[src/rtl/tlqs_pkg.sv]
package tlqs_pkg;

  localparam int QUEUE_DEPTH = 16;
  localparam int ID_WIDTH    = 8;
  localparam int LEVELS      = 3;

  localparam int TASK_ID_W   = 8;
  localparam int LEVEL_W     = 2;
  localparam int QUANTUM_W   = 16;
  localparam int STATUS_W    = 2;

  localparam int STORE_W     = (ID_WIDTH < TASK_ID_W) ? ID_WIDTH : TASK_ID_W;
  localparam int PTR_W       = (QUEUE_DEPTH > 1) ? $clog2(QUEUE_DEPTH) : 1;
  localparam int OCC_W       = $clog2(QUEUE_DEPTH + 1);
  localparam int ADDR_W      = $clog2(LEVELS * QUEUE_DEPTH);

  localparam int OUT_FIFO_DEPTH = 3;
  localparam int OUT_PTR_W      = $clog2(OUT_FIFO_DEPTH);
  localparam int OUT_CNT_W      = $clog2(OUT_FIFO_DEPTH + 1);

  localparam logic [QUANTUM_W-1:0] QUANTUM_RESET = 16'd10;

  localparam logic OP_ENQUEUE = 1'b0;
  localparam logic OP_SELECT  = 1'b1;

  localparam logic [LEVEL_W-1:0] LVL_HIGH   = 2'd0;
  localparam logic [LEVEL_W-1:0] LVL_MEDIUM = 2'd1;
  localparam logic [LEVEL_W-1:0] LVL_LOW    = 2'd2;
  localparam logic [LEVEL_W-1:0] LVL_NONE   = 2'd3;

  typedef enum logic [STATUS_W-1:0] {
    ST_OK    = 2'd0,
    ST_EMPTY = 2'd1,
    ST_DROP  = 2'd2
  } status_t;

  typedef struct packed {
    logic                 grant_valid;
    logic [TASK_ID_W-1:0] granted_id;
    logic [LEVEL_W-1:0]   granted_level;
    logic [QUANTUM_W-1:0] granted_quantum;
    status_t              status;
  } result_t;

  function automatic logic [PTR_W-1:0] ring_next(input logic [PTR_W-1:0] pos);
    logic [PTR_W-1:0] nxt;
    if (pos == PTR_W'(QUEUE_DEPTH - 1)) begin
      nxt = '0;
    end else begin
      nxt = pos + PTR_W'(1);
    end
    return nxt;
  endfunction

  function automatic logic [ADDR_W-1:0] store_addr(input logic [LEVEL_W-1:0] lvl,
                                                   input logic [PTR_W-1:0] pos);
    return ADDR_W'(lvl) * ADDR_W'(QUEUE_DEPTH) + ADDR_W'(pos);
  endfunction

endpackage

[src/rtl/tlqs_queue_ctrl.sv]
module tlqs_queue_ctrl (
  input  logic                            clk,
  input  logic                            rst,
  input  logic                            accept,
  input  logic                            op,
  input  logic [tlqs_pkg::TASK_ID_W-1:0]  task_id,
  input  logic [tlqs_pkg::LEVEL_W-1:0]    task_level,
  input  logic [tlqs_pkg::QUANTUM_W-1:0]  quantum,
  output logic                            res_valid,
  output tlqs_pkg::result_t               res
);
  import tlqs_pkg::*;

  logic [PTR_W-1:0] head [LEVELS];
  logic [PTR_W-1:0] tail [LEVELS];
  logic [OCC_W-1:0] occupancy [LEVELS];

  logic [STORE_W-1:0] store [LEVELS * QUEUE_DEPTH];
  logic [STORE_W-1:0] rd_id;

  logic                 grant;
  logic [LEVEL_W-1:0]   sel_level;
  logic                 enq_ok;
  status_t              status_next;
  logic                 wr_en;
  logic                 rd_en;
  logic [ADDR_W-1:0]    wr_addr;
  logic [ADDR_W-1:0]    rd_addr;

  logic                 r_grant;
  logic [LEVEL_W-1:0]   r_level;
  logic [QUANTUM_W-1:0] r_quantum;
  status_t              r_status;

  // strict priority over the non-empty levels
  always_comb begin
    grant     = 1'b1;
    sel_level = LVL_HIGH;
    if (occupancy[0] != '0) begin
      sel_level = LVL_HIGH;
    end else if (occupancy[1] != '0) begin
      sel_level = LVL_MEDIUM;
    end else if (occupancy[2] != '0) begin
      sel_level = LVL_LOW;
    end else begin
      grant = 1'b0;
    end
  end

  always_comb begin
    enq_ok      = 1'b0;
    status_next = ST_OK;
    wr_addr     = '0;
    rd_addr     = store_addr(sel_level, head[sel_level]);
    if (op == OP_ENQUEUE) begin
      if (task_level != LVL_NONE) begin
        if (occupancy[task_level] == OCC_W'(QUEUE_DEPTH)) begin
          status_next = ST_DROP;
        end else begin
          enq_ok  = 1'b1;
          wr_addr = store_addr(task_level, tail[task_level]);
        end
      end
    end else if (!grant) begin
      status_next = ST_EMPTY;
    end
  end

  assign wr_en = accept && (op == OP_ENQUEUE) && enq_ok;
  assign rd_en = accept && (op == OP_SELECT) && grant;

  always_ff @(posedge clk) begin
    if (wr_en) begin
      store[wr_addr] <= task_id[STORE_W-1:0];
    end
    if (rd_en) begin
      rd_id <= store[rd_addr];
    end
  end

  always_ff @(posedge clk) begin
    if (rst) begin
      for (int i = 0; i < LEVELS; i++) begin
        head[i]      <= '0;
        tail[i]      <= '0;
        occupancy[i] <= '0;
      end
    end else begin
      if (wr_en) begin
        tail[task_level]      <= ring_next(tail[task_level]);
        occupancy[task_level] <= occupancy[task_level] + OCC_W'(1);
      end
      if (rd_en) begin
        head[sel_level]      <= ring_next(head[sel_level]);
        occupancy[sel_level] <= occupancy[sel_level] - OCC_W'(1);
      end
    end
  end

  always_ff @(posedge clk) begin
    if (rst) begin
      res_valid <= 1'b0;
    end else begin
      res_valid <= accept;
    end
  end

  always_ff @(posedge clk) begin
    if (accept) begin
      r_grant   <= (op == OP_SELECT) && grant;
      r_level   <= ((op == OP_SELECT) && grant) ? sel_level : LVL_HIGH;
      r_quantum <= ((op == OP_SELECT) && grant && sel_level == LVL_HIGH) ? quantum : '0;
      r_status  <= status_next;
    end
  end

  always_comb begin
    res.grant_valid     = r_grant;
    res.granted_id      = r_grant ? TASK_ID_W'(rd_id) : '0;
    res.granted_level   = r_level;
    res.granted_quantum = r_quantum;
    res.status          = r_status;
  end

endmodule

[src/rtl/tlqs_out_fifo.sv]
module tlqs_out_fifo (
  input  logic              clk,
  input  logic              rst,
  input  logic              push,
  input  tlqs_pkg::result_t push_data,
  input  logic              pop,
  output logic              not_empty,
  output logic              full_ahead,
  output tlqs_pkg::result_t head_data
);
  import tlqs_pkg::*;

  result_t              entry [OUT_FIFO_DEPTH];
  logic [OUT_PTR_W-1:0] wr_ptr;
  logic [OUT_PTR_W-1:0] rd_ptr;
  logic [OUT_CNT_W-1:0] count;

  function automatic logic [OUT_PTR_W-1:0] fifo_next(input logic [OUT_PTR_W-1:0] p);
    return (p == OUT_PTR_W'(OUT_FIFO_DEPTH - 1)) ? '0 : p + OUT_PTR_W'(1);
  endfunction

  assign not_empty = (count != '0);
  assign head_data = entry[rd_ptr];

  // one word may still be in flight from the queue stage
  assign full_ahead = ({1'b0, count} + {{OUT_CNT_W{1'b0}}, push})
                      >= (OUT_CNT_W + 1)'(OUT_FIFO_DEPTH);

  always_ff @(posedge clk) begin
    if (push) begin
      entry[wr_ptr] <= push_data;
    end
  end

  always_ff @(posedge clk) begin
    if (rst) begin
      wr_ptr <= '0;
      rd_ptr <= '0;
      count  <= '0;
    end else begin
      if (push) begin
        wr_ptr <= fifo_next(wr_ptr);
      end
      if (pop) begin
        rd_ptr <= fifo_next(rd_ptr);
      end
      if (push && !pop) begin
        count <= count + OUT_CNT_W'(1);
      end else if (!push && pop) begin
        count <= count - OUT_CNT_W'(1);
      end
    end
  end

endmodule

[src/rtl/three_level_queue_scheduler.sv]
// Path: an accepted word's result is registered in the queue stage, then
// written into the output FIFO, whose count raises out_valid.
// Throughput: one word per cycle while in_stall is low, enqueue or select
// alike; the queue pointers and the task store take one access per item.
// Reset: all three queues empty, round_robin_quantum back to 10; the
// task store itself is not cleared.
module three_level_queue_scheduler (
  input  logic                            clk,
  input  logic                            rst,
  input  logic                            in_valid,
  output logic                            in_stall,
  input  logic                            op,
  input  logic [tlqs_pkg::TASK_ID_W-1:0]  task_id,
  input  logic [tlqs_pkg::LEVEL_W-1:0]    task_level,
  output logic                            out_valid,
  input  logic                            out_stall,
  output logic                            grant_valid,
  output logic [tlqs_pkg::TASK_ID_W-1:0]  granted_id,
  output logic [tlqs_pkg::LEVEL_W-1:0]    granted_level,
  output logic [tlqs_pkg::QUANTUM_W-1:0]  granted_quantum,
  output logic [tlqs_pkg::STATUS_W-1:0]   status,
  input  logic                            cfg_write_en,
  input  logic [tlqs_pkg::QUANTUM_W-1:0]  cfg_write_data
);
  import tlqs_pkg::*;

  logic [QUANTUM_W-1:0] round_robin_quantum;
  logic                 accept;
  logic                 res_valid;
  result_t              res;
  logic                 pop;
  logic                 full_ahead;
  result_t              head_data;

  always_ff @(posedge clk) begin
    if (rst) begin
      round_robin_quantum <= QUANTUM_RESET;
    end else if (cfg_write_en) begin
      round_robin_quantum <= cfg_write_data;
    end
  end

  assign in_stall = full_ahead;
  assign accept   = in_valid && !in_stall;
  assign pop      = out_valid && !out_stall;

  tlqs_queue_ctrl u_queue_ctrl (
    .clk        (clk),
    .rst        (rst),
    .accept     (accept),
    .op         (op),
    .task_id    (task_id),
    .task_level (task_level),
    .quantum    (round_robin_quantum),
    .res_valid  (res_valid),
    .res        (res)
  );

  tlqs_out_fifo u_out_fifo (
    .clk        (clk),
    .rst        (rst),
    .push       (res_valid),
    .push_data  (res),
    .pop        (pop),
    .not_empty  (out_valid),
    .full_ahead (full_ahead),
    .head_data  (head_data)
  );

  assign grant_valid     = head_data.grant_valid;
  assign granted_id      = head_data.granted_id;
  assign granted_level   = head_data.granted_level;
  assign granted_quantum = head_data.granted_quantum;
  assign status          = head_data.status;

endmodule

[config.mk]
export PLATFORM = sky130hd
export DESIGN_NAME = three_level_queue_scheduler
export DESIGN_NICKNAME = d
export VERILOG_FILES = /design/src/rtl/tlqs_pkg.sv /design/src/rtl/tlqs_queue_ctrl.sv /design/src/rtl/tlqs_out_fifo.sv /design/src/rtl/three_level_queue_scheduler.sv
export SDC_FILE = /design/constraint.sdc
export NUM_CORES = 1
export LEC_CHECK = 0
export BUFFER_PORTS_ARGS = -buffer_cell sky130_fd_sc_hd__buf_2
export CORE_MARGIN = 4
export CORE_UTILIZATION = 55
export CTS_BUF_LIST = sky130_fd_sc_hd__clkbuf_8 sky130_fd_sc_hd__clkbuf_16
export CTS_CLUSTER_DIAMETER = 200
export DETAILED_ROUTE_END_ITERATION = 8
export GPL_TIMING_DRIVEN = 0
export PLACE_DENSITY = 0.72
export SLEW_MARGIN = 10
export SYNTH_ARGS = -nofsm -noshare
export SYNTH_HDL_FRONTEND = slang
export SYNTH_HIERARCHICAL = 1
export SYNTH_SLANG_ARGS = --single-unit
[constraint.sdc]
create_clock -name clk -period 7.2 [get_ports clk]
set_input_delay 1.8 -clock clk [delete_from_list [all_inputs] [get_ports clk]]
set_output_delay 1.8 -clock clk [all_outputs]
set_load 0.01 [all_outputs]
Word-level counts from Yosys, hierarchy flattened
Memories as Yosys holds them, arrays and structs flattened. A register that Yosys moved wholly into a read port is not among the register bits.
Index checks and enable logic that the tools add are counted.

cells by class
  add/sub/neg operators = 11
  bitwise operators = 1
  $lt $le $gt $ge = 1
  equality and inequality tests = 6
  muxes and demuxes = 52
  reductions and logical operators = 24

operators with widths
  operator               count
  $mux W2                16
  $mux W4                8
  $mux W1                22
  $mux W6                3
  $reduce_bool A5 Y1     3
  $add A6 B4 Y6          2
  $logic_and A1 B1 Y1    10
  $mux W5                2
  $reduce_or A5 Y1       2
  $add A4 B1 Y4 const B  2
  $eq A4 B4 Y1 const B   2
  $mux W8                1
  $reduce_or A4 Y1       2
  $add A2 B1 Y2 const B  3
  $add A5 B1 Y5 const B  1
  $eq A5 B5 Y1 const B   1
  $sub A5 B1 Y5 const B  1
  $eq A2 B2 Y1 const B   2
  $logic_not A1 Y1       4
  $reduce_bool A2 Y1     2
  $add A2 B1 Y3          1
  $ge A3 B2 Y1 const B   1
  $logic_not A2 Y1       1
  $ne A2 B2 Y1 const B   1
  other kinds (2)        2

storage, ports and cells
  output and inout bits = 31
  memories = 5
  bits in writable memories = 510
  word-level logic and storage cells = 109
  bits in registers = 44
  bits of input ports = 32

memory list
  memory                  words  bits a word  read ports  clocked after memory_dff  wr ports  line                   source
  u_queue_ctrl.store      48     8            1           1                         1         tlqs_queue_ctrl.sv:18  logic [STORE_W-1:0] store [LEVELS * QUEUE_DEPTH];
  u_out_fifo.entry        3      29           1           1                         1         tlqs_out_fifo.sv:13    result_t entry [OUT_FIFO_DEPTH];
  u_queue_ctrl.occupancy  3      5            5           0                         3         tlqs_queue_ctrl.sv:16  logic [OCC_W-1:0] occupancy [LEVELS];
  u_queue_ctrl.head       3      4            1           0                         3         tlqs_queue_ctrl.sv:14  logic [PTR_W-1:0] head [LEVELS];
  u_queue_ctrl.tail       3      4            1           0                         3         tlqs_queue_ctrl.sv:15  logic [PTR_W-1:0] tail [LEVELS];

Depth between registers and ports, before layout
Gate-level depths: netlist of run 1.

  word-level depth = 12
  gate-level depth with buffers = 13
  depth with buffers taken out = 11

By module
Netlist of run 1, hierarchy kept.

by module, submodules not included
  module                       area an instance (sq um)  seq. area each (sq um)  cells each  times used
  tlqs_queue_ctrl              19155.9                   13863.3                 1326        1
  tlqs_out_fifo                3552.2                    2772.7                  219         1
  three_level_queue_scheduler  595.6                     320.3                   54          1

Worst setup path after synthesis of run 1
OpenSTA, ideal clock, no wires.

  kind = in2reg
  start = input port task_level[0] in the netlist's numbering
  end = memory u_queue_ctrl/store[0][0] in the netlist's numbering, enable pin
  data required time = 6.829 ns
  cell stages on the path = 10
  arrival = 4.318 ns
  path slack = 2.512 ns
  path buffers = 2
  setup time = 0.371 ns
  cell sequence = clkbuf_1 -> buf_1 -> mux4_2 -> inv_1 -> ha_1 -> nand2_1 -> nor3_1 -> nor2_1 -> o31a_1 -> nor2_1

between the ends
  cells in the longest elaborated chain, start to end = 8
  elaborated cells on any way between the ends = 14
  classes of those cells = 1 x add/sub; 2 x eq/ne; 8 x mux; 1 x reduce/logical; 2 x memory

RTL lines
  element                                                line                               source
  from (decl)                                            three_level_queue_scheduler.sv:14  input logic [tlqs_pkg::LEVEL_W-1:0] task_level,
  branches (longest 8 deep; another with $add A6 B4 Y6)  --
  to (decl)                                              tlqs_queue_ctrl.sv:18

Parallel ways; which one is timed is not known.

Worst setup path in the final report of run 1
  start = input port task_level[1] in the netlist's numbering
  end = memory u_queue_ctrl/store[39][7] in the netlist's numbering, enable pin

Same word-level chain as after synthesis.

==> metrics.txt, run 1 <==
Layout area overhead 12.7%; Via density 6.27; Cell variety after synth 68; vias in the first global route 13900; fraction of layout cells with a size suffix above 1 13.2%; CTS tree built; fraction of registers with async set/reset 0%; Sw Pwr 1.91 mW; setup TNS 0 ns; Post-Synth Simple-Gate Area 10.3%; leading cell type in the layout, fill and taps excluded edfxtp_1; hold_buf cts 0; Adder-Cell Fraction of Synth Area 0.430%; Final Max Tran Viols 0; Sw Share 24.9%; Crit path arrival time 5.47 ns; number of flops mapped to enable cells by yosys 548; WL final 57400 microns; crit path capture type flop; Setup CP Type primary input to flop; pre-CTS WS 1.43 ns; worst-margin pin slew 1.08 ns; mux cell area share after synthesis 4.99%; area of the core 41900 sq um; worst path bufs/invs 3; Ys Warns 6; Fillers 3094; status complete, no violations; Period Utilization, post-route 72.9%; PostCTS Resize Cnt 0; die width 214 microns; fmax 0.191 GHz; H-tree levels 2; Max IR drop VDD 0.000205 V; crit-path cells clkbuf_1 > clkbuf_1 > mux4_2 > inv_1 > ha_1 > nand2_1 > nor3_1 > nor2_1 > nand4_1 > nor2_1; row count 75; via count 14500; Cells after Synth 1599; Hold Fails Final Rpt 0; Comb pwr share 13.1%; sequential fraction of the synthesis area 72.8%; clock sink total 573; Final setup viols 0; Starting DRT DRC Count 2107; Worst path max stage delay 0.94 ns; power share of the clock group 37.0%; Setup WS post-layout 1.95 ns; chip height 214 microns; router iterations before antenna repair 6; Tot GR Track Use 24.9%; antenna-violating nets left 0; synthesized cell area 23300 sq um; min-delay worst type flop to flop; Slew headroom 28.1%; first-pass GRT wire length 85200 microns; CP max FO 10; Clock Skews 0.0229 ns; maximum buffer depth of the clock tree 3; Worst-Skew Late Latency 0.61 ns; CP delay by family, top simple AND/OR/NAND/NOR gates; Int Pwr 5.78 mW; Detailed Place HPWL 38100 microns; average wire per standard cell 24.8 microns; Initial Utilization 55.6%; Post-synth top flop edfxtp_1; Pwr per Cell Area 293 nW/um^2; largest net degree at the start of global routing 49; Tmin final 5.25 ns; die area 45700 sq um; mean post-synth cell area 14.6 sq um; post-CTS setup buffer count 0; RD Place Congestion 0.965; max-cap viol count 0; RSZ-0062 raised after global routing no; worst path required time 7.43 ns; XOR/XNOR share of the synthesized area 0.376%; Remaining Overflow, GRT 0; TritonCTS Buffers 56; CTS root buffer clkbuf_16; commonest non-fill, non-tap cells in the layout edfxtp_1 (548), nand2_1 (220), nor2_1 (129); FF+latch count, synth 573; largest family of logic cells by synthesized area simple AND/OR/NAND/NOR gates; CTS clk-pin slew, worst paths 0.06 ns; initial antenna violation count 1; r2r setup slk 2.84 ns; input/output buffers 59; num ports 63; DRC viols 0; Slowest-stage cell, CP nor2_1; Nets 1770; Leak Pwr 9.02 nW; Synth Area in Compound Gates 8.61%; share of total power in sequential cells 49.9%; startpoint types primary input
==> state kept, by name, summed over array words and instances (netlist names), named ones only <==
register                cells
round_robin_quantum        16
u_out_fifo/count            2
u_out_fifo/entry           87
u_out_fifo/rd_ptr           2
u_out_fifo/wr_ptr           2
u_queue_ctrl/head          12
u_queue_ctrl/occupancy     20
u_queue_ctrl/r_grant        1
u_queue_ctrl/r_level        2
u_queue_ctrl/r_quantum     16
u_queue_ctrl/r_status       2
u_queue_ctrl/rd_id          8
u_queue_ctrl/res_valid      1
u_queue_ctrl/store        384
u_queue_ctrl/tail          16
==> power by group through the flow <==
stage | logic, mW | clock network (mW) | registers, mW
3_3_place_gp | 0.944 | 0 | 3.90
3_5_place_dp | 0.983 | 0 | 3.90
5_1_grt | 1.07 | 3.06 | 3.84
4_1_cts | 0.989 | 2.90 | 3.84
6_report | 1.00 | 2.85 | 3.84
2_1_floorplan | 0.607 | 0 | 3.89
==> synthesized netlist by cell type, drive strengths merged (2+ instances only) <==
library cell / instances / area [sq um]
a2111oi: 8 / 115
buf: 53 / 395
nor3: 7 / 40.0
a22oi: 8 / 60.1
a221oi: 8 / 70.1
ha: 8 / 100
mux2i: 97 / 971
nor3b: 2 / 15.0
nand2b: 10 / 62.6
nand4: 16 / 100
or3: 3 / 18.8
nor4b: 2 / 17.5
a311oi: 14 / 123
a32oi: 46 / 403
a21oi: 15 / 75.1
edfxtp: 548 / 16500
or2: 6 / 37.5
nor4: 11 / 75.1
mux4: 8 / 180
nand2: 220 / 826
o211ai: 3 / 22.5
o21a: 3 / 22.5
nor2b: 9 / 56.3
a31o: 2 / 17.5
a211o: 3 / 26.3
and3: 53 / 332
xor2: 5 / 43.8
a211oi: 52 / 395
nand3b: 2 / 15.0
and2: 13 / 81.3
dfxtp: 25 / 500
nand3: 36 / 180
o21bai: 2 / 15.0
o221ai: 2 / 17.5
o22ai: 2 / 12.5
inv: 17 / 66.3
o21ai: 42 / 218
nor2: 135 / 517
clkbuf: 36 / 135
a21boi: 25 / 188
a21o: 5 / 37.5
xnor2: 5 / 43.8
a31oi: 24 / 150
==> routing by layer <==
layer  global-route usage, %  vias to the layer above  share of wire [%]
li1                        -                     6409                  -
met3                    5.14                      134                9.4
met5                       0                        -                  0
met1                    33.9                     7186                 40
met4                    8.03                        0                3.1
met2                    41.0                      764                 48
==> layout make-up <==
class	count	area (sq um)	area share, %
plain buffers	89	531	2.02
flip-flops and latches	573	17000	64.6
clock inverters	38	315	1.20
diodes	1	2.50	0.00953
well taps	539	674	2.57
clock buffers	63	1500	5.70
multi-input cells	928	5810	22.1
repair buffers	65	408	1.55
inverters	17	66.3	0.253
==> cells by family after synthesis <==
group                      Yosys count
AOI/OAI and AO/OA                  268
xor gates and xnor gates            10
adders and majority gates            8
buffers and inverters              106
DFF                                573
muxes                              106
other                                1
and+or+nand+nor                    527
==> stage by stage <==
stage	instance area, sq um	cells	power, mW	hold WS [ns]	util, %
after floorplan	23300	1607	4.49	0.440	-
after global placement	24300	2205	4.84	0.442	57.9
after detailed placement	24400	2211	4.89	0.455	58.3
after CTS	26300	2312	7.72	0.454	62.6
after global routing	26300	2312	7.97	0.474	62.6
final	26300	2313	7.69	0.455	62.6
==> worst paths after layout <==
check | from | endpoint | depth (start not counted)
hold / removal | u_queue_ctrl/r_quantum[10]$_SDFFCE_PN0P_ | u_out_fifo/entry[2][12]$_DFFE_PP_ | 0
hold reg to reg | u_queue_ctrl/r_quantum[10]$_SDFFCE_PN0P_ | u_out_fifo/entry[2][12]$_DFFE_PP_ | 0
setup reg to reg | u_queue_ctrl/occupancy[0][3]$_SDFFCE_PN0P_ | u_queue_ctrl/rd_id[1]$_DFFE_PN_ | 11
setup / recovery | task_level[1] | u_queue_ctrl/store[39][7]$_DFFE_PP_ | 10
Power figures use the tool's default switching activity.
==> inputs of run 2 (changes only) <==
==> constraint.sdc (replaced) <==
create_clock -name clk -period 4.9 [get_ports clk]
set_input_delay 1.225 -clock clk [delete_from_list [all_inputs] [get_ports clk]]
set_output_delay 1.225 -clock clk [all_outputs]
set_load 0.01 [all_outputs]
==> metrics.txt, run 2 (synthesis gave the netlist of run 1 again) <==
row count 75 (unchanged); total power 11.3 mW (+47%); Hold Path Sink u_out_fifo/entry[2][12]$_DFFE_PP_; TritonCTS Buffers 56 (unchanged); metal2 WL 27300 microns (-0.73%); DRC viols 0 (unchanged); Slew headroom 28.3% (+0.20 points); Clock Skews 0.0216 ns (-0.00137 ns); commonest non-fill, non-tap cells in the layout edfxtp_1 (548), nand2_1 (220), nor2_1 (125); met1 WL 22600 microns (-0.53%); first-pass GRT wire length 85200 microns (about the same); largest registers u_queue_ctrl/store: 384 flops, u_out_fifo/entry: 87 flops, u_queue_ctrl/occupancy: 20 flops; Detailed Place HPWL 38100 microns (unchanged); hold slack 0.454 ns (-0.00134 ns); Setup CP Type primary input to flop; Period Utilization, post-route 95.5%; Max IR drop VDD 0.000301 V (+47%); Area after DPL 24400 sq um (unchanged); Worst path max stage delay 0.89 ns (-0.05 ns); fmax 0.214 GHz; RSZ-0062 raised after global routing yes; H-tree levels 2 (unchanged); CTS clk-pin slew, worst paths 0.06 ns (about the same); Slowest-stage cell, CP nor2_1; Fillers 3094 (unchanged); r2r setup slk 0.48 ns (-2.36 ns); input/output buffers 59 (unchanged); maximum buffer depth of the clock tree 3 (unchanged); min-delay worst type flop to flop; clock sink total 573 (unchanged); die area 45700 sq um (unchanged); Util after Layout 62.6% (about the same); largest net degree at the start of global routing 49 (unchanged); area of the core 41900 sq um (unchanged); post-route cell area 26300 sq um (about the same); crit path capture type flop; Remaining Overflow, GRT 0 (unchanged); WL met3 5480 microns (+2.1%); worst path required time 5.11 ns (-2.32 ns); worst reg2reg endpoint u_queue_ctrl/rd_id[3]$_DFFE_PN_; Tmin final 4.68 ns; status complete, no violations; chip height 214 microns (unchanged); Via density 6.27 (about the same); Worst-Skew Late Latency 0.61 ns (about the same); Hold Fails Final Rpt 0 (unchanged); max-cap viol count 0 (unchanged); PostCTS Resize Cnt 0 (unchanged); crit-path cells clkbuf_1 > clkbuf_1 > mux4_2 > inv_1 > ha_1 > nand2_1 > nor3_1 > nor2_1 > and2_1 > nand2_1 > nor2_1; hold depth 0 (unchanged); router iterations before antenna repair 5 (-1); CP max FO 10 (unchanged); num ports 63 (unchanged); antenna-violating nets left 0 (unchanged); Starting DRT DRC Count 2142 (+1.7%); Final setup viols 0 (unchanged); Final Max Tran Viols 0 (unchanged); CTS tree built; WL final 57300 microns (-0.16%); via count 14500 (+0.014%); leading cell type in the layout, fill and taps excluded edfxtp_1; Tot GR Track Use 24.9% (about the same); CTS root buffer clkbuf_16; Register-to-Register Path Depth 9 (-2); Initial Utilization 55.6% (unchanged); worst-margin pin slew 1.08 ns (-0.00298 ns); initial antenna violation count 1 (unchanged); setup TNS 0 ns (unchanged); fraction of layout cells with a size suffix above 1 13.4% (+0.23 points); hold_sp u_queue_ctrl/r_quantum[10]$_SDFFCE_PN0P_; worst r2r src u_queue_ctrl/occupancy[2][4]$_SDFFCE_PN0P_; worst path bufs/invs 3 (unchanged); highest metal used met4; post-CTS setup buffer count 0 (unchanged); Layout area overhead 12.7% (about the same); vias in the first global route 13900 (-0.14%); hold_buf cts 0 (unchanged); max reg flops 384 (unchanged); Crit path arrival time 4.89 ns (-0.58 ns); die width 214 microns (unchanged); Nets 1770 (unchanged); startpoint types primary input; average wire per standard cell 24.8 microns (-0.16%); Largest Register u_queue_ctrl/store; Leak Pwr 9.02 nW (about the same); RD Place Congestion 0.965 (unchanged); Pwr per Cell Area 430 nW/um^2 (+47%); CP delay by family, top simple AND/OR/NAND/NOR gates
-- run 2: cell counts in the layout (fill, tap and decap cells not counted) --
Identical to the previous run, type by type.
-- run 2: metrics by stage --
| stage | cells | setup slack (ns) |
|---|---|---|
| 2_1_floorplan | 1607 | 0.787 |
| 3_3_place_gp | 2205 | -0.302 |
| 3_5_place_dp | 2211 | -0.292 |
| 4_1_cts | 2312 | 0.349 |
| 5_1_grt | 2312 | -0.0189 |
| 6_report | 2313 | 0.223 |
-- run 2: per-layer routing --
| layer | GRT usage, % | vias up |
|---|---|---|
| met2 | 41.0 | 794 |
| met3 | 5.14 | 150 |
| met1 | 33.9 | 7147 |
| met4 | 8.03 | 0 |
| met5 | 0 | - |
| li1 | - | 6404 |
-- run 2: worst register-to-register path, stage by stage (launching register included) --
cell,delay (ns)
edfxtp_1,0.45
or3_1,0.48
o2111a_1,0.28
o21ai_0,0.38
clkbuf_1,0.45
nand4_1,0.58
a211oi_1,0.49
a311oi_1,0.12
a22oi_1,0.47
nand4_1,0.36
-- run 2: worst max path at each step --
| stage | from | endpoint | cells after the start |
|---|---|---|---|
| final | task_level[1] | u_queue_ctrl/store[23][7]$_DFFE_PP_ | 11 |
| after global routing | task_level[0] | u_queue_ctrl/store[36][5]$_DFFE_PP_ | 10 |
| after CTS | task_level[0] | u_queue_ctrl/store[39][7]$_DFFE_PP_ | 10 |
| after detailed placement | task_level[0] | u_queue_ctrl/store[39][1]$_DFFE_PP_ | 10 |
| after global placement | in_valid | u_queue_ctrl/occupancy[2][3]$_SDFFCE_PN0P_ | 9 |
| after floorplan | task_level[0] | u_queue_ctrl/store[0][0]$_DFFE_PP_ | 10 |
-- run 2: cell type report --
cell class                      count  area [sq um]  area share (%)
Clock inverter                     38           315            1.20
Buffer                             89           531            2.02
Antenna cell                        1          2.50         0.00953
Timing Repair Buffer               65           408            1.55
Sequential cell                   573         17000            64.5
Multi-Input combinational cell    928          5820            22.1
Clock buffer                       63          1500            5.70
Inverter                           17          66.3           0.252
Tap cell                          539           674            2.57
-- run 2: where the power goes --
group / leakage, nW / switching [mW] / internal [mW]
logic: 2.86 / 0.989 / 0.489
registers: 5.24 / 0.0761 / 5.56
clock network: 0.916 / 1.75 / 2.44
